==> config.mk <==
export PLATFORM = sky130hd
export DESIGN_NAME = searchable_fifo_queue_unit
export DESIGN_NICKNAME = d
export VERILOG_FILES = /design/src/hw/rtl/sfq_pkg.sv /design/src/hw/rtl/sfq_ram.sv /design/src/hw/rtl/sfq_ctrl.sv /design/src/hw/rtl/sfq_dp.sv /design/src/hw/rtl/searchable_fifo_queue_unit.sv
export SDC_FILE = /design/constraint.sdc
export NUM_CORES = 1
export LEC_CHECK = 0
export BUFFER_PORTS_ARGS = -buffer_cell sky130_fd_sc_hd__buf_2
export CAP_MARGIN = 20
export CORE_MARGIN = 3
export CORE_UTILIZATION = 32
export DETAILED_ROUTE_END_ITERATION = 10
export HOLD_SLACK_MARGIN = 0.06
export PLACE_DENSITY = 0.46
export SETUP_SLACK_MARGIN = 0.4
export SYNTH_ARGS = -nofsm -noshare
export SYNTH_HDL_FRONTEND = slang
export SYNTH_SLANG_ARGS = --single-unit
==> constraint.sdc <==
create_clock -name clk_i -period 7.3 [get_ports clk_i]
set_input_delay 0.365 -clock clk_i [delete_from_list [all_inputs] [get_ports clk_i]]
set_output_delay 0.365 -clock clk_i [all_outputs]
set_load 0.01 [all_outputs]
==> src/hw/rtl/sfq_pkg.sv <==
// Shared types, codes and key helper functions of the searchable FIFO queue.
`default_nettype none

package sfq_pkg;

  localparam int SFQ_DEPTH     = 16;
  localparam int SFQ_KEY_CHARS = 4;

  // Operation codes carried in tuser of the input channel.
  localparam logic [2:0] FN_PUSH    = 3'd0;
  localparam logic [2:0] FN_POP     = 3'd1;
  localparam logic [2:0] FN_FIND    = 3'd2;
  localparam logic [2:0] FN_REPLACE = 3'd3;
  localparam logic [2:0] FN_LIST    = 3'd4;

  // Result status codes.
  localparam logic [1:0] RES_OK        = 2'd0;
  localparam logic [1:0] RES_EMPTY     = 2'd1;
  localparam logic [1:0] RES_NOT_FOUND = 2'd2;
  localparam logic [1:0] RES_FULL      = 2'd3;

  typedef enum logic [2:0] {
    S_IDLE,
    S_DISPATCH,
    S_READ,
    S_CMP,
    S_FLUSH
  } sfq_state_e;

  typedef enum logic [2:0] {
    EM_ZERO,
    EM_PUSH_OK,
    EM_FULL,
    EM_EMPTY,
    EM_NOT_FOUND,
    EM_POP,
    EM_FOUND,
    EM_PEND
  } sfq_emit_e;

  typedef struct packed {
    logic      load_op;
    logic      ram_rd;
    logic      scan_clr;
    logic      scan_inc;
    logic      push_do;
    logic      pop_do;
    logic      repl_wr;
    logic      pend_set;
    logic      pend_clr;
    logic      emit;
    sfq_emit_e kind;
    logic      emit_last;
  } sfq_cmd_t;

  typedef struct packed {
    logic [2:0] func;
    logic       empty;
    logic       full;
    logic       last_scan;
    logic       hit;
    logic       pmatch;
    logic       pend_valid;
    logic       out_free;
  } sfq_stat_t;

  function automatic logic [7:0] key_byte(logic [31:0] k, int i);
    return k[8*(i%4) +: 8];
  endfunction

  // Keep at most kch characters and clear everything after the first zero byte.
  function automatic logic [31:0] norm_key(logic [31:0] k, int kch);
    logic [31:0] r;
    logic        stop;
    r    = '0;
    stop = 1'b0;
    for (int i = 0; i < 4; i++) begin
      if (i >= kch || k[8*i +: 8] == 8'd0) stop = 1'b1;
      if (!stop) r[8*i +: 8] = k[8*i +: 8];
    end
    return r;
  endfunction

  function automatic logic [2:0] key_length(logic [31:0] k);
    logic [2:0] n;
    logic       stop;
    n    = '0;
    stop = 1'b0;
    for (int i = 0; i < 4; i++) begin
      if (k[8*i +: 8] == 8'd0) stop = 1'b1;
      if (!stop) n = n + 3'd1;
    end
    return n;
  endfunction

  // Substring test of a pattern of plen characters within an entry.
  function automatic logic contains(logic [31:0] e, logic [31:0] p, logic [2:0] plen);
    logic [2:0] elen;
    logic       hit;
    logic       ok;
    elen = key_length(e);
    hit  = (plen == 3'd0);
    for (int o = 0; o < 4; o++) begin
      ok = (plen != 3'd0) && ((o + int'(plen)) <= int'(elen));
      for (int j = 0; j < 4; j++) begin
        if (j < int'(plen) && key_byte(e, o + j) != key_byte(p, j)) ok = 1'b0;
      end
      hit = hit | ok;
    end
    return hit;
  endfunction

endpackage

`default_nettype wire

==> src/hw/rtl/sfq_ram.sv <==
// Generic single-write, single-read RAM with registered read data.
`default_nettype none

module sfq_ram #(
  parameter int WIDTH = 32,
  parameter int DEPTH = 16
) (
  input  wire logic                     clk_i,
  input  wire logic                     we_i,
  input  wire logic [$clog2(DEPTH)-1:0] waddr_i,
  input  wire logic [WIDTH-1:0]         wdata_i,
  input  wire logic                     re_i,
  input  wire logic [$clog2(DEPTH)-1:0] raddr_i,
  output logic      [WIDTH-1:0]         rdata_o
);

  logic [WIDTH-1:0] mem_q [DEPTH];
  logic [WIDTH-1:0] rdata_q;

  always_ff @(posedge clk_i) begin
    if (we_i) mem_q[waddr_i] <= wdata_i;
    if (re_i) rdata_q <= mem_q[raddr_i];
  end

  assign rdata_o = rdata_q;

endmodule

`default_nettype wire

==> src/hw/rtl/sfq_ctrl.sv <==
// Operation sequencer of the searchable FIFO queue.
`default_nettype none

module sfq_ctrl import sfq_pkg::*; (
  input  wire logic      clk_i,
  input  wire logic      rst_ni,
  input  wire logic      in_valid_i,
  output logic           in_ready_o,
  input  wire sfq_stat_t stat_i,
  output sfq_cmd_t       cmd_o
);

  sfq_state_e state_q, state_d;

  always_ff @(posedge clk_i or negedge rst_ni) begin
    if (!rst_ni) begin
      state_q <= S_IDLE;
    end else begin
      state_q <= state_d;
    end
  end

  always_comb begin
    state_d    = state_q;
    cmd_o      = '0;
    cmd_o.kind = EM_ZERO;
    in_ready_o = 1'b0;
    case (state_q)
      S_IDLE: begin
        in_ready_o = 1'b1;
        if (in_valid_i) begin
          cmd_o.load_op = 1'b1;
          state_d       = S_DISPATCH;
        end
      end
      S_DISPATCH: begin
        case (stat_i.func)
          FN_PUSH: begin
            if (stat_i.out_free) begin
              cmd_o.emit      = 1'b1;
              cmd_o.emit_last = 1'b1;
              if (stat_i.full) begin
                cmd_o.kind = EM_FULL;
              end else begin
                cmd_o.kind    = EM_PUSH_OK;
                cmd_o.push_do = 1'b1;
              end
              state_d = S_IDLE;
            end
          end
          FN_POP, FN_FIND, FN_REPLACE, FN_LIST: begin
            if (stat_i.empty) begin
              if (stat_i.out_free) begin
                cmd_o.emit      = 1'b1;
                cmd_o.emit_last = 1'b1;
                cmd_o.kind      = EM_EMPTY;
                state_d         = S_IDLE;
              end
            end else begin
              cmd_o.scan_clr = 1'b1;
              cmd_o.pend_clr = 1'b1;
              state_d        = S_READ;
            end
          end
          default: begin
            if (stat_i.out_free) begin
              cmd_o.emit      = 1'b1;
              cmd_o.emit_last = 1'b1;
              cmd_o.kind      = EM_ZERO;
              state_d         = S_IDLE;
            end
          end
        endcase
      end
      S_READ: begin
        cmd_o.ram_rd = 1'b1;
        state_d      = S_CMP;
      end
      S_CMP: begin
        case (stat_i.func)
          FN_POP: begin
            if (stat_i.out_free) begin
              cmd_o.pop_do    = 1'b1;
              cmd_o.emit      = 1'b1;
              cmd_o.emit_last = 1'b1;
              cmd_o.kind      = EM_POP;
              state_d         = S_IDLE;
            end
          end
          FN_LIST: begin
            // Hold the newest match back until we know whether another follows.
            if (!(stat_i.pmatch && stat_i.pend_valid && !stat_i.out_free)) begin
              if (stat_i.pmatch) begin
                cmd_o.pend_set = 1'b1;
                if (stat_i.pend_valid) begin
                  cmd_o.emit = 1'b1;
                  cmd_o.kind = EM_PEND;
                end
              end
              if (stat_i.last_scan) begin
                state_d = S_FLUSH;
              end else begin
                cmd_o.scan_inc = 1'b1;
                state_d        = S_READ;
              end
            end
          end
          default: begin
            // Find and replace.
            if (stat_i.hit) begin
              if (stat_i.out_free) begin
                cmd_o.repl_wr   = (stat_i.func == FN_REPLACE);
                cmd_o.emit      = 1'b1;
                cmd_o.emit_last = 1'b1;
                cmd_o.kind      = EM_FOUND;
                state_d         = S_IDLE;
              end
            end else if (stat_i.last_scan) begin
              if (stat_i.out_free) begin
                cmd_o.emit      = 1'b1;
                cmd_o.emit_last = 1'b1;
                cmd_o.kind      = EM_NOT_FOUND;
                state_d         = S_IDLE;
              end
            end else begin
              cmd_o.scan_inc = 1'b1;
              state_d        = S_READ;
            end
          end
        endcase
      end
      S_FLUSH: begin
        if (stat_i.out_free) begin
          cmd_o.emit      = 1'b1;
          cmd_o.emit_last = 1'b1;
          cmd_o.kind      = stat_i.pend_valid ? EM_PEND : EM_NOT_FOUND;
          state_d         = S_IDLE;
        end
      end
      default: begin
        state_d = S_IDLE;
      end
    endcase
  end

endmodule

`default_nettype wire

==> src/hw/rtl/sfq_dp.sv <==
// Datapath of the searchable FIFO queue: pointers, key store, compare and result register.
`default_nettype none

module sfq_dp import sfq_pkg::*; #(
  parameter int DEPTH     = SFQ_DEPTH,
  parameter int KEY_CHARS = SFQ_KEY_CHARS
) (
  input  wire logic        clk_i,
  input  wire logic        rst_ni,
  input  wire logic [2:0]  func_i,
  input  wire logic [31:0] key_i,
  input  wire logic [2:0]  key_len_i,
  input  wire logic [31:0] new_value_i,
  input  wire sfq_cmd_t    cmd_i,
  output sfq_stat_t        stat_o,
  input  wire logic        out_ready_i,
  output logic             out_valid_o,
  output logic [1:0]       status_o,
  output logic [31:0]      value_o,
  output logic [4:0]       position_o,
  output logic [4:0]       occupancy_o,
  output logic             last_o
);

  localparam int AW  = $clog2(DEPTH);
  localparam int CW  = $clog2(DEPTH + 1);
  localparam int KCH = (KEY_CHARS > 4) ? 4 : KEY_CHARS;

  logic [AW-1:0] head_q, head_d, tail_q, tail_d, idx_q, idx_d;
  logic [CW-1:0] count_q, count_d;
  logic          pend_valid_q, pend_valid_d, out_valid_q, out_valid_d;

  logic [2:0]    func_q, plen_q;
  logic [31:0]   key_q, nv_q, pend_val_q;
  logic [4:0]    pend_pos_q;
  logic [1:0]    status_q;
  logic [31:0]   value_q;
  logic [4:0]    position_q, occupancy_q;
  logic          last_q;

  logic [31:0]   key_n, rdata;
  logic [2:0]    klen_n, plen_n;
  logic [AW:0]   slot_sum;
  logic [AW-1:0] slot;
  logic [4:0]    scan_pos;
  logic          out_free;
  logic          ram_we;
  logic [AW-1:0] ram_waddr;
  logic [31:0]   ram_wdata;

  // Pattern length, saturated to the kept characters and to the pattern string.
  always_comb begin
    key_n  = norm_key(key_i, KCH);
    klen_n = key_length(key_n);
    plen_n = (key_len_i > 3'(KCH)) ? 3'(KCH) : key_len_i;
    if (plen_n > klen_n) plen_n = klen_n;
  end

  // Circular slot of the scan index.
  always_comb begin
    slot_sum = (AW+1)'(head_q) + (AW+1)'(idx_q);
    if (slot_sum >= (AW+1)'(DEPTH)) slot_sum = slot_sum - (AW+1)'(DEPTH);
    slot = slot_sum[AW-1:0];
  end

  assign scan_pos = 5'(CW'(idx_q) + CW'(1));
  assign out_free = !out_valid_q || out_ready_i;

  assign ram_we    = cmd_i.push_do || cmd_i.repl_wr;
  assign ram_waddr = cmd_i.push_do ? tail_q : slot;
  assign ram_wdata = cmd_i.push_do ? key_q : nv_q;

  sfq_ram #(
    .WIDTH (32),
    .DEPTH (DEPTH)
  ) u_ram (
    .clk_i   (clk_i),
    .we_i    (ram_we),
    .waddr_i (ram_waddr),
    .wdata_i (ram_wdata),
    .re_i    (cmd_i.ram_rd),
    .raddr_i (slot),
    .rdata_o (rdata)
  );

  always_comb begin
    stat_o.func       = func_q;
    stat_o.empty      = (count_q == '0);
    stat_o.full       = (count_q == CW'(DEPTH));
    stat_o.last_scan  = ((CW'(idx_q) + CW'(1)) == count_q);
    stat_o.hit        = (rdata == key_q);
    stat_o.pmatch     = contains(rdata, key_q, plen_q);
    stat_o.pend_valid = pend_valid_q;
    stat_o.out_free   = out_free;
  end

  // Control state next values.
  always_comb begin
    head_d       = head_q;
    tail_d       = tail_q;
    count_d      = count_q;
    idx_d        = idx_q;
    pend_valid_d = pend_valid_q;
    out_valid_d  = out_valid_q;
    if (cmd_i.push_do) begin
      tail_d  = (tail_q == AW'(DEPTH - 1)) ? '0 : tail_q + 1'b1;
      count_d = count_q + 1'b1;
    end
    if (cmd_i.pop_do) begin
      head_d  = (head_q == AW'(DEPTH - 1)) ? '0 : head_q + 1'b1;
      count_d = count_q - 1'b1;
    end
    if (cmd_i.scan_clr) idx_d = '0;
    if (cmd_i.scan_inc) idx_d = idx_q + 1'b1;
    if (cmd_i.pend_clr) pend_valid_d = 1'b0;
    if (cmd_i.pend_set) pend_valid_d = 1'b1;
    if (cmd_i.emit) begin
      out_valid_d = 1'b1;
    end else if (out_ready_i) begin
      out_valid_d = 1'b0;
    end
  end

  always_ff @(posedge clk_i or negedge rst_ni) begin
    if (!rst_ni) begin
      head_q       <= '0;
      tail_q       <= '0;
      count_q      <= '0;
      idx_q        <= '0;
      pend_valid_q <= 1'b0;
      out_valid_q  <= 1'b0;
    end else begin
      head_q       <= head_d;
      tail_q       <= tail_d;
      count_q      <= count_d;
      idx_q        <= idx_d;
      pend_valid_q <= pend_valid_d;
      out_valid_q  <= out_valid_d;
    end
  end

  // Operands, pending list match and result payload.
  always_ff @(posedge clk_i) begin
    if (cmd_i.load_op) begin
      func_q <= func_i;
      key_q  <= key_n;
      nv_q   <= norm_key(new_value_i, KCH);
      plen_q <= plen_n;
    end
    if (cmd_i.pend_set) begin
      pend_val_q <= rdata;
      pend_pos_q <= scan_pos;
    end
    if (cmd_i.emit) begin
      occupancy_q <= 5'(count_d);
      last_q      <= cmd_i.emit_last;
      status_q    <= RES_OK;
      value_q     <= '0;
      position_q  <= '0;
      case (cmd_i.kind)
        EM_PUSH_OK:   position_q <= 5'(count_d);
        EM_FULL:      status_q   <= RES_FULL;
        EM_EMPTY:     status_q   <= RES_EMPTY;
        EM_NOT_FOUND: status_q   <= RES_NOT_FOUND;
        EM_POP: begin
          value_q    <= rdata;
          position_q <= 5'd1;
        end
        EM_FOUND: begin
          value_q    <= (func_q == FN_REPLACE) ? nv_q : rdata;
          position_q <= scan_pos;
        end
        EM_PEND: begin
          value_q    <= pend_val_q;
          position_q <= pend_pos_q;
        end
        default: begin
          status_q <= RES_OK;
        end
      endcase
    end
  end

  assign out_valid_o = out_valid_q;
  assign status_o    = status_q;
  assign value_o     = value_q;
  assign position_o  = position_q;
  assign occupancy_o = occupancy_q;
  assign last_o      = last_q;

endmodule

`default_nettype wire

==> src/hw/rtl/searchable_fifo_queue_unit.sv <==
// Top level of the searchable FIFO queue of short keys.
//
// Input channel s_axis: one transaction is one operation; tuser carries the
// operation code (push, pop, find, replace, pattern list), tdata the key,
// pattern length and replacement value. Output channel m_axis: each result is
// one transaction, tuser carries the status, tdata the value, 1-based position
// and occupancy, and tlast marks the final result of an operation.
// Sequence: an operation is taken in the idle state and decoded in the dispatch
// state. Push and the empty, full and unknown cases finish there. Pop reads
// the head entry; find and replace walk the queue from the head, visiting at
// most DEPTH entries through the key store's single registered read port, each
// entry in a read state and then a compare state. Pattern list visits every
// entry the same way and gives its final result from a flush state. Each match
// is held back until the next match or the end of the walk so that tlast lands
// on the final one.
// Reset clears the pointers and count and empties the output register; the
// key store holds no reset value and needs no clearing pass.
// A stalled receiver holds the output register; the walk stops at the next
// result until the register frees, and no result is dropped.
`default_nettype none

module searchable_fifo_queue_unit import sfq_pkg::*; #(
  parameter int DEPTH     = SFQ_DEPTH,
  parameter int KEY_CHARS = SFQ_KEY_CHARS
) (
  input  wire logic        clk_i,
  input  wire logic        rst_ni,
  input  wire logic        s_axis_tvalid,
  output logic             s_axis_tready,
  input  wire logic [71:0] s_axis_tdata,  // key[31:0], key_len[34:32], new_value[66:35], zero
  input  wire logic [2:0]  s_axis_tuser,  // func[2:0]
  output logic             m_axis_tvalid,
  input  wire logic        m_axis_tready,
  output logic [47:0]      m_axis_tdata,  // value[31:0], position[36:32], occupancy[41:37], zero
  output logic [1:0]       m_axis_tuser,  // status[1:0]
  output logic             m_axis_tlast
);

  sfq_cmd_t    cmd;
  sfq_stat_t   stat;
  logic [31:0] value;
  logic [4:0]  position;
  logic [4:0]  occupancy;

  sfq_ctrl u_ctrl (
    .clk_i      (clk_i),
    .rst_ni     (rst_ni),
    .in_valid_i (s_axis_tvalid),
    .in_ready_o (s_axis_tready),
    .stat_i     (stat),
    .cmd_o      (cmd)
  );

  sfq_dp #(
    .DEPTH     (DEPTH),
    .KEY_CHARS (KEY_CHARS)
  ) u_dp (
    .clk_i       (clk_i),
    .rst_ni      (rst_ni),
    .func_i      (s_axis_tuser),
    .key_i       (s_axis_tdata[31:0]),
    .key_len_i   (s_axis_tdata[34:32]),
    .new_value_i (s_axis_tdata[66:35]),
    .cmd_i       (cmd),
    .stat_o      (stat),
    .out_ready_i (m_axis_tready),
    .out_valid_o (m_axis_tvalid),
    .status_o    (m_axis_tuser),
    .value_o     (value),
    .position_o  (position),
    .occupancy_o (occupancy),
    .last_o      (m_axis_tlast)
  );

  assign m_axis_tdata = {6'd0, occupancy, position, value};

endmodule

`default_nettype wire
==> summary.md <==
Peak supply drop: 0.534 mV. For this design the total switching power over the nets is 5.90 mW. The initial utilization of the core area, before any placement, comes to 32.4%. STA puts the critical path data required time at 7620 ps. The run gives 3 as the largest buffer count on any clock path. Across all layers, the routed design uses 17700 vias. The worst register-to-register path has a depth of 15.

The number of iterations in the first detailed-routing pass is 8, and the remaining antenna violation count after routing is 0. Using the TritonRoute via totals, the vias-per-cell ratio works out to 5.13. The power per cell area works out to 436 nW/um2.

The critical path in this run is classified as reg2reg. The first-pass GRT wire length is 128000 um, and the standard-cell row count is 114. The net count of the finished layout came out at 2228.

Summed over all instances, the cell type with the most area after synthesis is sky130_fd_sc_hd__edfxtp_1. Setup violations remaining at the end of the flow were counted as 0. Global routing finished with a remaining overflow of 0. The die height was 320 um. After Yosys synthesis, XOR and XNOR cells account for 4.29% of the synthesized area. Top-level I/O count: 132. Depth of the worst hold-timing path: 2. Of all nets on the critical path, the largest fanout is 24. Post-synthesis instance area: 31500 um2.

By area the synthesized netlist is led by sky130_fd_sc_hd__edfxtp_1 66%, sky130_fd_sc_hd__mux4_2 9.2%, sky130_fd_sc_hd__nand2_1 2.8%. Prior to clock tree synthesis, the placed netlist has a worst setup slack of 1570 ps. The internal power of the cells totals 10.0 mW.

The top cell types in the final layout, fill and taps aside, are 696 x sky130_fd_sc_hd__edfxtp_1, 236 x sky130_fd_sc_hd__nand2_1, 128 x sky130_fd_sc_hd__mux4_2, 121 x sky130_fd_sc_hd__buf_2, 85 x sky130_fd_sc_hd__and2_1. After Yosys synthesis, full adders, half adders and majority gates account for 1.28% of the synthesized area. The startpoint type of the worst setup path is a register.

In the finished design, the share of the clock period the worst path needs comes to 79.3%. The synthesized netlist devotes 7.69% of its cell area to simple gates. The final weighted congestion in routability-driven placement was 0.848; the proportion of power drawn by combinational gates was 38.5%. TritonCTS built the clock tree.

The clock tree synthesis step divided the H-tree into 3 levels. The cell chosen for the clock root is sky130_fd_sc_hd__clkbuf_16. Summed over all nets, the half-perimeter wirelength after detailed placement is 54400 um.

The slowest cell on the critical path is sky130_fd_sc_hd__o22ai_4. The die covers 102000 um2. Counting flops with an async set or reset pin after synthesis yields a share of 3.06%. Setup slack on the critical path of the routed design comes to 1510 ps.

The average detailed-routed wire length per instance is 25.4 um. In this run, CTS created clock tree buffers numbering 81. For the pin with the worst max-slew slack, the measured transition is 1040 ps. The dominant synthesized flop cell was sky130_fd_sc_hd__edfxtp_1. The analysis attributes to cell leakage a power of 12.0 nW. In this run switching power makes up 37.1% of total power. For the finished layout, the period the worst path requires is 5790 ps. The portion of synthesized area spent on multiplexers is 9.32%.

Die width: 320 um. The share of total power dissipated in sequential elements is 36.5%. Grouping stages by cell kind, the critical path spends the most delay in simple AND/OR/NAND/NOR gates. In the final layout, the share of cells above drive strength 1 is 20.8%. For this run, the register share of the synthesized area comes to 68.2%. Clock tree synthesis found a total of 718 sinks. The area growth from synthesis to layout is 16.0%. The run finished with clean final reports.

The first routing iteration left 1525 violations. Global routing used 17.1% of the available tracks across all layers. Clock-pin slew was measured on the worst setup and hold paths at 60 ps. Number of cells produced by synthesis: 1981.

The synthesized design contains 718 register bits. The path class of the tightest hold or removal check is in2reg. Entering global routing, the biggest net connects 86 pins. The logs give 0 for the remaining routing DRC violations and 25.0% for the share of total power in the clock network. Summed over all layers, the routed wires come to 87900 um. Antenna cell count: 0. For the final database, setup skew stands at 22.4 ps. The max-cap violation count is 0.

The maximum single-stage delay on the critical path was 730 ps; the final setup TNS was 0 ps. The synthesized netlist devotes 5.75% of its cell area to compound gates. Derived from the worst setup path, the maximum achievable clock frequency is 0.173 GHz. The share of synthesized area in the top cell type comes to 66.4%. Setup repair after global routing left no endpoint under its margin.

The warning count from the yosys run is 0, and the number of different library cells in the post-synthesis netlist is 77. The tools report the endpoint arrival time on the critical path as 6110 ps. For the clock network latency to the later pin of the worst-skew pair, the log shows 640 ps. The largest family of logic cells by synthesized area is multiplexers. The run gives 97100 um2 as the area of the core region.

Number of enable-type register cells in the synthesized netlist: 696. STA classifies the critical path endpoint as a register. The count of port buffers added during placement is 120. The number of buffers and inverters on the critical path works out to 1.

The leading cell type in the layout, fill and taps excluded was sky130_fd_sc_hd__edfxtp_1. The run gives 0 as the final number of hold-violating endpoints. The mean cell area of the mapped netlist came out at 15.9 um2.

For the number of global-route vias before repair, the log shows 18400. The worst slew margin relative to its limit came out at 30.4%. Number of antenna violations at the first check in global routing: 6.

For the total of fill cells in the finished design, the log shows 9113. The signal on the critical path passes through or4_1 > nor2_1 > nor2_1 > ha_1 > o21ai_0 > ha_1 > nor2b_1 > o21a_1 > o22ai_1 > nand3_1 > or4_1 > nand4_4 > nand2_1 > o22ai_4 > buf_12. The number of max-slew violations in the final report is 0. Counting buffers and inverters, the worst setup path is 15 cells deep.
sequential cells by signal (all words and copies together) (netlist names), 5 cells and up:
name and flops:
u_dp.count_q 5, u_dp.occupancy_o 5, u_dp.key_q 32, u_dp.nv_q 32, u_dp.pend_pos_q 5, u_dp.pend_val_q 32, u_dp.value_o 32, u_dp.position_o 5
u_dp.u_ram.rdata_o 32, u_dp.u_ram.mem_q 512
what timing repair did:
item | 4_1_cts | 5_1_grt
setup buffers | 0 | 0
endpoints found under the setup margin | 0 | 0
hold buffers | 66 | 0
resized for setup | 0 | 0
hold endpoints to repair | 87 | 0
synthesized netlist by cell type (3+ instances only):
cell and number:
sky130_fd_sc_hd__o211ai_1 3, sky130_fd_sc_hd__buf_4 39, sky130_fd_sc_hd__nor3b_1 3, sky130_fd_sc_hd__nand2_1 236, sky130_fd_sc_hd__a21boi_0 7, sky130_fd_sc_hd__and2_1 86, sky130_fd_sc_hd__nor4_1 39, sky130_fd_sc_hd__nand4_1 14
sky130_fd_sc_hd__inv_1 22, sky130_fd_sc_hd__nand2b_1 8, sky130_fd_sc_hd__nor2b_1 5, sky130_fd_sc_hd__o31ai_1 4, sky130_fd_sc_hd__nor2_1 37, sky130_fd_sc_hd__nand3_1 12, sky130_fd_sc_hd__a21o_1 5, sky130_fd_sc_hd__a31oi_1 74
sky130_fd_sc_hd__buf_2 42, sky130_fd_sc_hd__a21oi_1 24, sky130_fd_sc_hd__o21ai_1 34, sky130_fd_sc_hd__mux4_2 128, sky130_fd_sc_hd__a22o_1 33, sky130_fd_sc_hd__xor2_1 85, sky130_fd_sc_hd__buf_6 19, sky130_fd_sc_hd__o21ai_0 22
sky130_fd_sc_hd__buf_1 6, sky130_fd_sc_hd__edfxtp_1 696, sky130_fd_sc_hd__mux2i_1 5, sky130_fd_sc_hd__dfrtp_1 22, sky130_fd_sc_hd__or4_1 6, sky130_fd_sc_hd__ha_1 29, sky130_fd_sc_hd__clkbuf_1 71, sky130_fd_sc_hd__xnor2_1 61
sky130_fd_sc_hd__a22oi_1 5, sky130_fd_sc_hd__xnor2_2 3, sky130_fd_sc_hd__nor3_1 13, sky130_fd_sc_hd__a211oi_1 32
layout make-up:
type / count / area, um2 / share of cell area (%)
well taps: 1276 / 1600 / 4.37
clock buffers: 96 / 2110 / 5.79
repair buffers: 227 / 1600 / 4.39
clock inverters: 52 / 488 / 1.34
multi-input cells: 1067 / 9160 / 25.1
flip-flops and latches: 718 / 21500 / 58.8
inverters: 23 / 86.3 / 0.237
per-stage QoR:
| step | hold slack (ps) | utilization, % | power (mW) | instance area, um2 | cells |
|---|---|---|---|---|---|
| floorplan | 69.4 | - | 9.99 | 31500 | 1986 |
| global placement | 407 | 34.2 | 12.1 | 33200 | 3244 |
| detailed placement | 409 | 34.2 | 12.1 | 33200 | 3244 |
| CTS | 61.3 | 37.6 | 16.1 | 36500 | 3458 |
| global route | 91.9 | 37.6 | 16.8 | 36500 | 3459 |
| finish | 89.5 | 37.6 | 15.9 | 36500 | 3459 |
layer usage:
metal	part of all wire (%)	wire, um	vias to the layer above	track usage [%]
li1	-	-	7852	-
met1	42	37300	9224	22.4
met2	50	43900	521	29.3
met3	4.8	4230	134	2.46
met4	2.8	2490	0	5.71
met5	0	0	-	0
kinds of logic after synthesis:
group	count (synthesis)
flops	718
simple gates	481
compound gates	266
buf+inv	201
xor+xnor	150
mux	133
fa+ha+maj	31
other cells	1
final timing paths:
check | start | end | slack (ps)
hold reg to reg | u_dp.head_q[2]$_DFFE_PN0P_ | u_dp.head_q[2]$_DFFE_PN0P_ | 550
min in group asynchronous | rst_ni | u_ctrl.state_q[0]$_DFFE_PN0P_ | 320
hold / removal | s_axis_tdata[45] | u_dp.nv_q[10]$_SDFFCE_PP0P_ | 90
setup / recovery | u_dp.u_ram.rdata_o[0]$_DFFE_PP_ | u_dp.value_o[5]$_DFFE_PP_ | 1510
setup reg to reg | u_dp.u_ram.rdata_o[0]$_DFFE_PP_ | u_dp.value_o[5]$_DFFE_PP_ | 1510
max in group asynchronous | rst_ni | u_dp.tail_q[2]$_DFFE_PN0P_ | 6550
power groups by stage:
| stage | Sequential (mW) | Combinational (mW) | Clock, mW |
|---|---|---|---|
| floorplan | 5.45 | 4.54 | 0 |
| detailed placement | 5.90 | 6.20 | 0 |
| finish | 5.82 | 6.12 | 3.98 |
| global placement | 5.89 | 6.18 | 0 |
| CTS | 5.82 | 6.24 | 4.08 |
| global route | 5.86 | 6.67 | 4.25 |
(Power assumes the default switching activity.)
